File: config.mk
export PLATFORM = sky130hd
export DESIGN_NAME = crc16_packet_framer_unit
export DESIGN_NICKNAME = d
export VERILOG_FILES = /design/src/rtl/cpf_pkg.sv /design/src/rtl/cpf_cfg_regs.sv /design/src/rtl/cpf_framer_core.sv /design/src/rtl/cpf_out_stage.sv /design/src/rtl/crc16_packet_framer_unit.sv
export SDC_FILE = /design/constraint.sdc
export NUM_CORES = 1
export LEC_CHECK = 0
export BUFFER_PORTS_ARGS = -buffer_cell sky130_fd_sc_hd__buf_4
export CAP_MARGIN = 30
export CORE_MARGIN = 3
export CORE_UTILIZATION = 40
export DETAILED_ROUTE_END_ITERATION = 8
export HOLD_SLACK_MARGIN = 0.12
export PLACE_DENSITY_LB_ADDON = 0.08
export SLEW_MARGIN = 40
export SYNTH_ARGS = -nofsm -noshare
export SYNTH_HDL_FRONTEND = slang
export SYNTH_HIERARCHICAL = 1
export SYNTH_SLANG_ARGS = --single-unit
File: constraint.sdc
create_clock -name aclk -period 13.9 [get_ports aclk]
set_clock_uncertainty 0.2 [all_clocks]
set_input_delay 2.78 -clock aclk [delete_from_list [all_inputs] [get_ports aclk]]
set_output_delay 2.78 -clock aclk [all_outputs]
set_load 0.01 [all_outputs]
File: src/rtl/cpf_pkg.sv
// ---------------------------------------------------------------------------
// cpf_pkg
// Shared types, register map and CRC16 helper functions of the packet framer.
// ---------------------------------------------------------------------------
`default_nettype none

package cpf_pkg;

    // Register map: register index is byte address divided by four
    localparam int CFG_ADDR_W = 5;
    localparam int CFG_IDX_W  = 3;

    localparam logic [CFG_IDX_W-1:0] REG_HEADER_FIRST    = 3'd0;
    localparam logic [CFG_IDX_W-1:0] REG_HEADER_SECOND   = 3'd1;
    localparam logic [CFG_IDX_W-1:0] REG_CRC_POLYNOMIAL  = 3'd2;
    localparam logic [CFG_IDX_W-1:0] REG_CRC_INITIAL     = 3'd3;
    localparam logic [CFG_IDX_W-1:0] REG_CRC_REFLECT_IN  = 3'd4;
    localparam logic [CFG_IDX_W-1:0] REG_CRC_REFLECT_OUT = 3'd5;
    localparam logic [CFG_IDX_W-1:0] REG_CRC_XOR_OUT     = 3'd6;

    // Reset values of the configuration registers
    localparam logic [15:0] CRC_POLY_RESET = 16'h1021;
    localparam logic [15:0] CRC_INIT_RESET = 16'hFFFF;

    // Input word kinds (carried on tuser)
    localparam logic CMD_START = 1'b0;
    localparam logic CMD_DATA  = 1'b1;

    typedef struct packed {
        logic [7:0]  header_first;
        logic [7:0]  header_second;
        logic [15:0] crc_polynomial;
        logic [15:0] crc_initial;
        logic        crc_reflect_in;
        logic        crc_reflect_out;
        logic [15:0] crc_xor_out;
    } cfg_t;

    typedef struct packed {
        logic        cmd;
        logic [7:0]  packet_type;
        logic [15:0] payload_length;
        logic [7:0]  data_byte;
    } item_t;

    typedef struct packed {
        logic [7:0] out_byte;
        logic       frame_end;
    } out_beat_t;

    function automatic logic [7:0] mirror8(input logic [7:0] v);
        logic [7:0] r;
        for (int i = 0; i < 8; i++) begin
            r[i] = v[7-i];
        end
        return r;
    endfunction

    function automatic logic [15:0] mirror16(input logic [15:0] v);
        logic [15:0] r;
        for (int i = 0; i < 16; i++) begin
            r[i] = v[15-i];
        end
        return r;
    endfunction

    // One byte of MSB-first CRC16, eight shift steps
    function automatic logic [15:0] crc16_byte(
        input logic [15:0] crc,
        input logic [7:0]  data,
        input logic [15:0] poly,
        input logic        refl_in
    );
        logic [15:0] c;
        logic [7:0]  d;
        d = refl_in ? mirror8(data) : data;
        c = crc ^ {d, 8'h00};
        for (int k = 0; k < 8; k++) begin
            if (c[15]) begin
                c = {c[14:0], 1'b0} ^ poly;
            end else begin
                c = {c[14:0], 1'b0};
            end
        end
        return c;
    endfunction

endpackage

`default_nettype wire

File: src/rtl/cpf_cfg_regs.sv
// ---------------------------------------------------------------------------
// cpf_cfg_regs
// APB register file holding header bytes and CRC16 settings.
// ---------------------------------------------------------------------------
`default_nettype none

module cpf_cfg_regs
    import cpf_pkg::*;
(
    input  wire logic                  aclk,
    input  wire logic                  aresetn,
    input  wire logic                  psel,
    input  wire logic                  penable,
    input  wire logic                  pwrite,
    input  wire logic [CFG_ADDR_W-1:0] paddr,
    input  wire logic [31:0]           pwdata,
    output logic      [31:0]           prdata,
    output cfg_t                       cfg
);

    cfg_t                 cfg_reg;
    logic                 wr_en;
    logic [CFG_IDX_W-1:0] reg_idx;

    assign wr_en   = psel && penable && pwrite;
    assign reg_idx = paddr[CFG_ADDR_W-1:2];
    assign cfg     = cfg_reg;

    // Write decode
    always_ff @(posedge aclk) begin
        if (!aresetn) begin
            cfg_reg.header_first    <= 8'h00;
            cfg_reg.header_second   <= 8'h00;
            cfg_reg.crc_polynomial  <= CRC_POLY_RESET;
            cfg_reg.crc_initial     <= CRC_INIT_RESET;
            cfg_reg.crc_reflect_in  <= 1'b0;
            cfg_reg.crc_reflect_out <= 1'b0;
            cfg_reg.crc_xor_out     <= 16'h0000;
        end else if (wr_en) begin
            case (reg_idx)
                REG_HEADER_FIRST:    cfg_reg.header_first    <= pwdata[7:0];
                REG_HEADER_SECOND:   cfg_reg.header_second   <= pwdata[7:0];
                REG_CRC_POLYNOMIAL:  cfg_reg.crc_polynomial  <= pwdata[15:0];
                REG_CRC_INITIAL:     cfg_reg.crc_initial     <= pwdata[15:0];
                REG_CRC_REFLECT_IN:  cfg_reg.crc_reflect_in  <= pwdata[0];
                REG_CRC_REFLECT_OUT: cfg_reg.crc_reflect_out <= pwdata[0];
                REG_CRC_XOR_OUT:     cfg_reg.crc_xor_out     <= pwdata[15:0];
                default: begin
                end
            endcase
        end
    end

    // Read mux
    always_comb begin
        case (reg_idx)
            REG_HEADER_FIRST:    prdata = {24'h0, cfg_reg.header_first};
            REG_HEADER_SECOND:   prdata = {24'h0, cfg_reg.header_second};
            REG_CRC_POLYNOMIAL:  prdata = {16'h0, cfg_reg.crc_polynomial};
            REG_CRC_INITIAL:     prdata = {16'h0, cfg_reg.crc_initial};
            REG_CRC_REFLECT_IN:  prdata = {31'h0, cfg_reg.crc_reflect_in};
            REG_CRC_REFLECT_OUT: prdata = {31'h0, cfg_reg.crc_reflect_out};
            REG_CRC_XOR_OUT:     prdata = {16'h0, cfg_reg.crc_xor_out};
            default:             prdata = 32'h0;
        endcase
    end

endmodule

`default_nettype wire

File: src/rtl/cpf_framer_core.sv
// ---------------------------------------------------------------------------
// cpf_framer_core
// Holds the input word and steps through its output bytes, one per cycle
// unless stalled; keeps sequence number, running CRC, payload bytes left.
// ---------------------------------------------------------------------------
`default_nettype none

module cpf_framer_core
    import cpf_pkg::*;
(
    input  wire logic  aclk,
    input  wire logic  aresetn,
    input  wire cfg_t  cfg,
    input  wire logic  in_valid,
    output logic       in_ready,
    input  wire item_t in_item,
    output logic       beat_valid,
    input  wire logic  beat_ready,
    output out_beat_t  beat
);

    // Byte steps of a start word
    localparam logic [2:0] ST_HDR_FIRST  = 3'd0;
    localparam logic [2:0] ST_HDR_SECOND = 3'd1;
    localparam logic [2:0] ST_SEQUENCE   = 3'd2;
    localparam logic [2:0] ST_TYPE       = 3'd3;
    localparam logic [2:0] ST_LEN_LOW    = 3'd4;
    localparam logic [2:0] ST_LEN_HIGH   = 3'd5;
    localparam logic [2:0] ST_CRC_LOW    = 3'd6;
    localparam logic [2:0] ST_CRC_HIGH   = 3'd7;
    // Byte steps of a data word
    localparam logic [2:0] DT_PAYLOAD    = 3'd0;
    localparam logic [2:0] DT_CRC_LOW    = 3'd1;
    localparam logic [2:0] DT_CRC_HIGH   = 3'd2;

    logic        item_valid_reg;
    item_t       item_reg;
    logic [2:0]  step_reg;
    logic [7:0]  seq_reg;
    logic [15:0] crc_reg;
    logic [15:0] rem_reg;
    logic        open_reg;

    logic        is_start;
    logic [15:0] crc_fin;
    logic [15:0] crc_base;
    logic [15:0] crc_upd;
    logic [7:0]  byte_sel;
    logic        absorb;
    logic        last_step;
    logic        frame_end;
    logic        drop;
    logic        fire;
    logic        item_done;
    logic        accept;

    assign is_start = (item_reg.cmd == CMD_START);
    assign crc_fin  = (cfg.crc_reflect_out ? mirror16(crc_reg) : crc_reg) ^ cfg.crc_xor_out;

    // Select the byte for the current step
    always_comb begin
        byte_sel  = 8'h00;
        absorb    = 1'b0;
        last_step = 1'b0;
        frame_end = 1'b0;
        drop      = 1'b0;
        if (is_start) begin
            case (step_reg)
                ST_HDR_FIRST: begin
                    byte_sel = cfg.header_first;
                    absorb   = 1'b1;
                end
                ST_HDR_SECOND: begin
                    byte_sel = cfg.header_second;
                    absorb   = 1'b1;
                end
                ST_SEQUENCE: begin
                    byte_sel = seq_reg;
                    absorb   = 1'b1;
                end
                ST_TYPE: begin
                    byte_sel = item_reg.packet_type;
                    absorb   = 1'b1;
                end
                ST_LEN_LOW: begin
                    byte_sel = item_reg.payload_length[7:0];
                    absorb   = 1'b1;
                end
                ST_LEN_HIGH: begin
                    byte_sel  = item_reg.payload_length[15:8];
                    absorb    = 1'b1;
                    last_step = (item_reg.payload_length != 16'h0000);
                end
                ST_CRC_LOW: begin
                    byte_sel = crc_fin[7:0];
                end
                ST_CRC_HIGH: begin
                    byte_sel  = crc_fin[15:8];
                    frame_end = 1'b1;
                    last_step = 1'b1;
                end
                default: begin
                    last_step = 1'b1;
                end
            endcase
        end else if (!open_reg) begin
            // no frame open: drop the payload word
            drop = item_valid_reg;
        end else begin
            case (step_reg)
                DT_PAYLOAD: begin
                    byte_sel  = item_reg.data_byte;
                    absorb    = 1'b1;
                    last_step = (rem_reg != 16'h0001);
                end
                DT_CRC_LOW: begin
                    byte_sel = crc_fin[7:0];
                end
                DT_CRC_HIGH: begin
                    byte_sel  = crc_fin[15:8];
                    frame_end = 1'b1;
                    last_step = 1'b1;
                end
                default: begin
                    last_step = 1'b1;
                end
            endcase
        end
    end

    assign crc_base = (is_start && step_reg == ST_HDR_FIRST) ? cfg.crc_initial : crc_reg;
    assign crc_upd  = crc16_byte(crc_base, byte_sel, cfg.crc_polynomial, cfg.crc_reflect_in);

    assign beat_valid     = item_valid_reg && !drop;
    assign beat.out_byte  = byte_sel;
    assign beat.frame_end = frame_end;

    assign fire      = beat_valid && beat_ready;
    assign item_done = item_valid_reg && (drop || (fire && last_step));
    assign in_ready  = !item_valid_reg || item_done;
    assign accept    = in_valid && in_ready;

    // Capture the input word
    always_ff @(posedge aclk) begin
        if (accept) begin
            item_reg <= in_item;
        end
    end

    // Advance steps and update frame state
    always_ff @(posedge aclk) begin
        if (!aresetn) begin
            item_valid_reg <= 1'b0;
            step_reg       <= 3'd0;
            seq_reg        <= 8'h00;
            crc_reg        <= 16'h0000;
            rem_reg        <= 16'h0000;
            open_reg       <= 1'b0;
        end else begin
            if (accept) begin
                item_valid_reg <= 1'b1;
                step_reg       <= 3'd0;
            end else if (item_done) begin
                item_valid_reg <= 1'b0;
                step_reg       <= 3'd0;
            end else if (fire) begin
                step_reg <= step_reg + 3'd1;
            end

            if (fire && absorb) begin
                crc_reg <= crc_upd;
            end
            if (fire && is_start && step_reg == ST_SEQUENCE) begin
                seq_reg <= seq_reg + 8'h01;
            end
            if (fire && is_start && step_reg == ST_LEN_HIGH) begin
                rem_reg  <= item_reg.payload_length;
                open_reg <= (item_reg.payload_length != 16'h0000);
            end
            if (fire && !is_start && step_reg == DT_PAYLOAD) begin
                rem_reg <= rem_reg - 16'h0001;
            end
            if (fire && frame_end) begin
                open_reg <= 1'b0;
                rem_reg  <= 16'h0000;
            end
        end
    end

endmodule

`default_nettype wire

File: src/rtl/cpf_out_stage.sv
// ---------------------------------------------------------------------------
// cpf_out_stage
// Output register of the framed byte stream; takes a new word whenever the
// held one leaves or none is held.
// ---------------------------------------------------------------------------
`default_nettype none

module cpf_out_stage
    import cpf_pkg::*;
(
    input  wire logic      aclk,
    input  wire logic      aresetn,
    input  wire logic      in_valid,
    output logic           in_ready,
    input  wire out_beat_t in_beat,
    output logic           out_valid,
    input  wire logic      out_ready,
    output out_beat_t      out_beat
);

    logic      out_valid_reg;
    out_beat_t out_beat_reg;

    assign in_ready  = !out_valid_reg || out_ready;
    assign out_valid = out_valid_reg;
    assign out_beat  = out_beat_reg;

    // Hold the word until taken
    always_ff @(posedge aclk) begin
        if (!aresetn) begin
            out_valid_reg <= 1'b0;
        end else if (in_ready) begin
            out_valid_reg <= in_valid;
        end
    end

    always_ff @(posedge aclk) begin
        if (in_valid && in_ready) begin
            out_beat_reg <= in_beat;
        end
    end

endmodule

`default_nettype wire

File: src/rtl/crc16_packet_framer_unit.sv
// ---------------------------------------------------------------------------
// crc16_packet_framer_unit
// Frames payload bytes with a six-byte header and a configurable CRC16.
// ---------------------------------------------------------------------------
// Usage:
//   Slave stream: tuser[0] = 0 opens a frame (tdata carries type and length),
//   tuser[0] = 1 carries one payload byte. Master stream: one framed byte per
//   word, tlast on the high CRC byte that closes a frame.
//   Configure header bytes and CRC settings over APB while the block is idle.
// Path: the bytes of an accepted word pass the core's word register and then
//   the output register before they reach the master side.
// Throughput: one output byte per cycle while m_tready is high, set by the
//   byte stepper in the framer core. A payload word gives one byte (three
//   when it ends the frame), a start word six bytes (eight for a zero-length
//   frame). A payload word with no open frame is dropped without output.
// Reset: clears sequence number, frame state, CRC and both stream registers;
//   registers return to their reset values.
// Stall: when m_tready is low the output register holds its word, the core
//   stops stepping and s_tready falls once the core holds a word to send.
// ---------------------------------------------------------------------------
`default_nettype none

module crc16_packet_framer_unit
    import cpf_pkg::*;
(
    input  wire logic                  aclk,
    input  wire logic                  aresetn,
    // APB configuration port
    input  wire logic                  psel,
    input  wire logic                  penable,
    input  wire logic                  pwrite,
    input  wire logic [CFG_ADDR_W-1:0] paddr,
    input  wire logic [31:0]           pwdata,
    output logic      [31:0]           prdata,
    output logic                       pready,
    // Input stream
    input  wire logic                  s_tvalid,
    output logic                       s_tready,
    input  wire logic [31:0]           s_tdata,   // packet_type[7:0], payload_length[23:8],
                                                  // data_byte[31:24]
    input  wire logic [0:0]            s_tuser,   // cmd[0]
    // Framed output stream
    output logic                       m_tvalid,
    input  wire logic                  m_tready,
    output logic      [7:0]            m_tdata,   // out_byte[7:0]
    output logic                       m_tlast
);

    cfg_t      cfg;
    item_t     s_item;
    out_beat_t core_beat;
    out_beat_t m_beat;
    logic      core_valid;
    logic      core_ready;

    assign pready = 1'b1;

    assign s_item.cmd            = s_tuser[0];
    assign s_item.packet_type    = s_tdata[7:0];
    assign s_item.payload_length = s_tdata[23:8];
    assign s_item.data_byte      = s_tdata[31:24];

    assign m_tdata = m_beat.out_byte;
    assign m_tlast = m_beat.frame_end;

    cpf_cfg_regs u_cfg (
        .aclk    (aclk),
        .aresetn (aresetn),
        .psel    (psel),
        .penable (penable),
        .pwrite  (pwrite),
        .paddr   (paddr),
        .pwdata  (pwdata),
        .prdata  (prdata),
        .cfg     (cfg)
    );

    cpf_framer_core u_core (
        .aclk       (aclk),
        .aresetn    (aresetn),
        .cfg        (cfg),
        .in_valid   (s_tvalid),
        .in_ready   (s_tready),
        .in_item    (s_item),
        .beat_valid (core_valid),
        .beat_ready (core_ready),
        .beat       (core_beat)
    );

    cpf_out_stage u_out (
        .aclk      (aclk),
        .aresetn   (aresetn),
        .in_valid  (core_valid),
        .in_ready  (core_ready),
        .in_beat   (core_beat),
        .out_valid (m_tvalid),
        .out_ready (m_tready),
        .out_beat  (m_beat)
    );

endmodule

`default_nettype wire

==> impl_metrics.ini <==
[sta]
final_hold_viol_count = 0
finalSetupTns_ns = 0
worstMarginPinSlew_ns = 0.9547
worst_slack_ns = 6.505
finalCriticalPeriod_ns = 7.395
max_slew_margin_pct = 36.19
setup_viol = 0
rsz0062_at_grt = no
fmax_mhz = 135.2
timing.final.crit_share_pct = 53.20
slew_violations = 0

[synthesis]
synth_cell_types = 94
synth_top_family_by_area = simple AND/OR/NAND/NOR gates
synth-adder-area-share_pct = 1.131
seq_area_frac_synth_pct = 31.67
synth_top_cell_by_area = dfxtp_1
synth_xor_area_share_pct = 11.63
synth_edf_count = 42
syn-cell-area_um2 = 11060
async_flop_share_pct = 0
synth_compound_area_share_pct = 17.93
synth_top_area_share_pct = 20.27
synthFlopType = dfxtp_1
synthesis.instances = 1260
ys_warn_count = 6
synth_mux_area_share_pct = 10.66
synth_area_leaders = dfxtp_1 20%, edfxtp_1 11%, mux2i_1 10%, nand2_1 6.2%, xnor2_1 5.9%
synthSimpleGateAreaFrac_pct = 20.50
synth_area_per_cell_um2 = 8.778
ys_seq_elements = 154

[drt]
drt_iter0_markers = 746
drt_wl_total_um = 35820
via_per_inst = 5.724
post-route-drc-count = 0
vias = 9524
antenna_left = 0
first_pass_iters = 5
wl_per_cell_um = 21.53

[worst_setup_path]
worstRegToRegCells = 17
rrSetupSlack_ns = 6.51
end_kind = flop
crit_path_start = u_core/step_reg[2]
cp_data_required_time_ns = 14.04
reg2reg_from = u_core/step_reg[2]
critical_path.endpoint = u_core/crc_reg[7]
regToRegEndpoint = u_core/crc_reg[7]
critPathKind = reg2reg
worstSetupStartpointType = flop
critPathArrivalTime_ns = 7.54
cp_max_fo = 34

[floorplanning]
fp.dieW_um = 172.3
core-area_um2 = 27100
io_pins = 121
num_rows = 60
die_y_um = 172.3
start_util_pct = 40.81
die-area_um2 = 29680

[job]
drv_cap = 0

[cts]
cts_buffer_depth = 2
cts_made_buffers = 17
cts_resized = 0
clk_pin_slew_ns = 0.08
cts.sinks = 154
cts_tree = built
cts_root_buf = clkbuf_16
clk_latency_ns = 0.45
ctsHoldBuffers = 0
cts_max_level = 4
post_cts.repair.setup_buffers = 0

[final_layout]
final_util_pct = 45.67
largest_reg_flops = 66
drive_above_1_share_pct = 13.39
fin_area_um2 = 12380
area_growth_syn_to_layout_pct = 11.90
mostFrequentLayoutCell = nand2_1
layout_common_cells = 183 x nand2_1, 111 x mux2i_1, 110 x dfxtp_1, 97 x buf_4, 74 x xnor2_1
antenna_cells = 0
nNetsFinal = 1366

[place]
pre_cts_ws_ns = 6.578
io_buffers = 85
post_dp_cell_area_um2 = 11770
gp_congestion = 0.8519
hpwl_um = 26100

[global_routing]
grt_max_degree = 67
grt_pass1_wl_um = 54370
antenna_found_initial = 0
grt_pass1_vias = 8972
grt.total_usage_pct = 24.05
grt.overflow.total = 0

[status]
status = finished clean

[power]
p_leak_nw = 4.759
powerDensity_nw_per_um2 = 102.0
ir_drop_mv = 0.07494
finalPower_mw = 1.262

[min_path]
hp-class = reg2reg
worst max-delay path, cell delays in order (launching register included):
cell and delay (ns):
dfxtp_2 0.71, ha_1 0.61, or4_4 0.26, or2_1 0.34
nor2_2 0.06, o32ai_2 0.49, a22o_1 0.43, or2_1 0.55
a41oi_1 0.23, and4_1 0.31, nor2_1 0.49, xor3_1 0.46
a211oi_1 0.50, o2111ai_1 0.25, a31oi_2 0.53, o21ai_0 0.19
xnor3_1 0.42, a211oi_1 0.25
cell type report:
class                           count  area, µm²
Inverter                           33      123.9
Fill cell                        2634      14720
Sequential cell                   154       3506
Clock inverter                     12      123.9
Clock buffer                       20      478.0
Multi-Input combinational cell    976       6952
Tap cell                          372      465.4
Timing Repair Buffer               97      728.2
worst min path at each step:
stage,start,endpoint,depth (start not counted),slack (ns)
final,u_core/rem_reg[15],u_core/rem_reg[15],1,0.27
after global routing,u_core/rem_reg[15],u_core/rem_reg[15],1,0.31
after CTS,u_core/rem_reg[15],u_core/rem_reg[15],1,0.27
after detailed placement,u_core/rem_reg[15],u_core/rem_reg[15],1,0.26
after global placement,u_core/rem_reg[15],u_core/rem_reg[15],1,0.25
after floorplan,u_core/rem_reg[15],u_core/rem_reg[15],1,0.23
per-stage QoR:
step                      hold WS (ns)  std cells
after detailed placement        0.2558       1632
after floorplan                 0.2258       1275
after global routing            0.3064       1664
after CTS                       0.2651       1664
after global placement          0.2475       1632
final                           0.2657       1664
metal layers:
| layer | vias up | routed length, µm | GRT usage, % |
|---|---|---|---|
| met5 | - | 0 | 0 |
| met4 | 0 | 526 | 5.345 |
| met3 | 33 | 1608 | 3.727 |
| met2 | 260 | 16960 | 39.02 |
| met1 | 4615 | 16730 | 33.95 |
| li1 | 4616 | - | - |
report_power, final:
group | switching, mW | leakage, nW | internal [mW]
clock network | 0.215 | 0.295 | 0.272
registers | 0.0165 | 1.32 | 0.475
logic | 0.167 | 3.14 | 0.117
total | 0.398 | 4.76 | 0.864
cell usage after synthesis (all sizes together), types with 22 or more instances:
cell      n
buf      58
nor3     28
clkbuf   54
nand2   183
dfxtp   112
xnor2    76
mux2i   111
nand3    42
edfxtp   42
o21ai    38
inv      31
a21oi    33
nor2     70
xor2     22
cell families (layout without fill, tap and decap cells):
logic type	after synthesis	in the layout
AO/OA/AOI/OAI	264	264
XOR/XNOR	116	116
adder cells (fa/ha/maj)	10	10
buffers and inverters	145	162
flip-flops	154	154
multiplexers	117	117
other	2	17
AND/OR/NAND/NOR	452	452
Power figures use the tool's default switching activity.
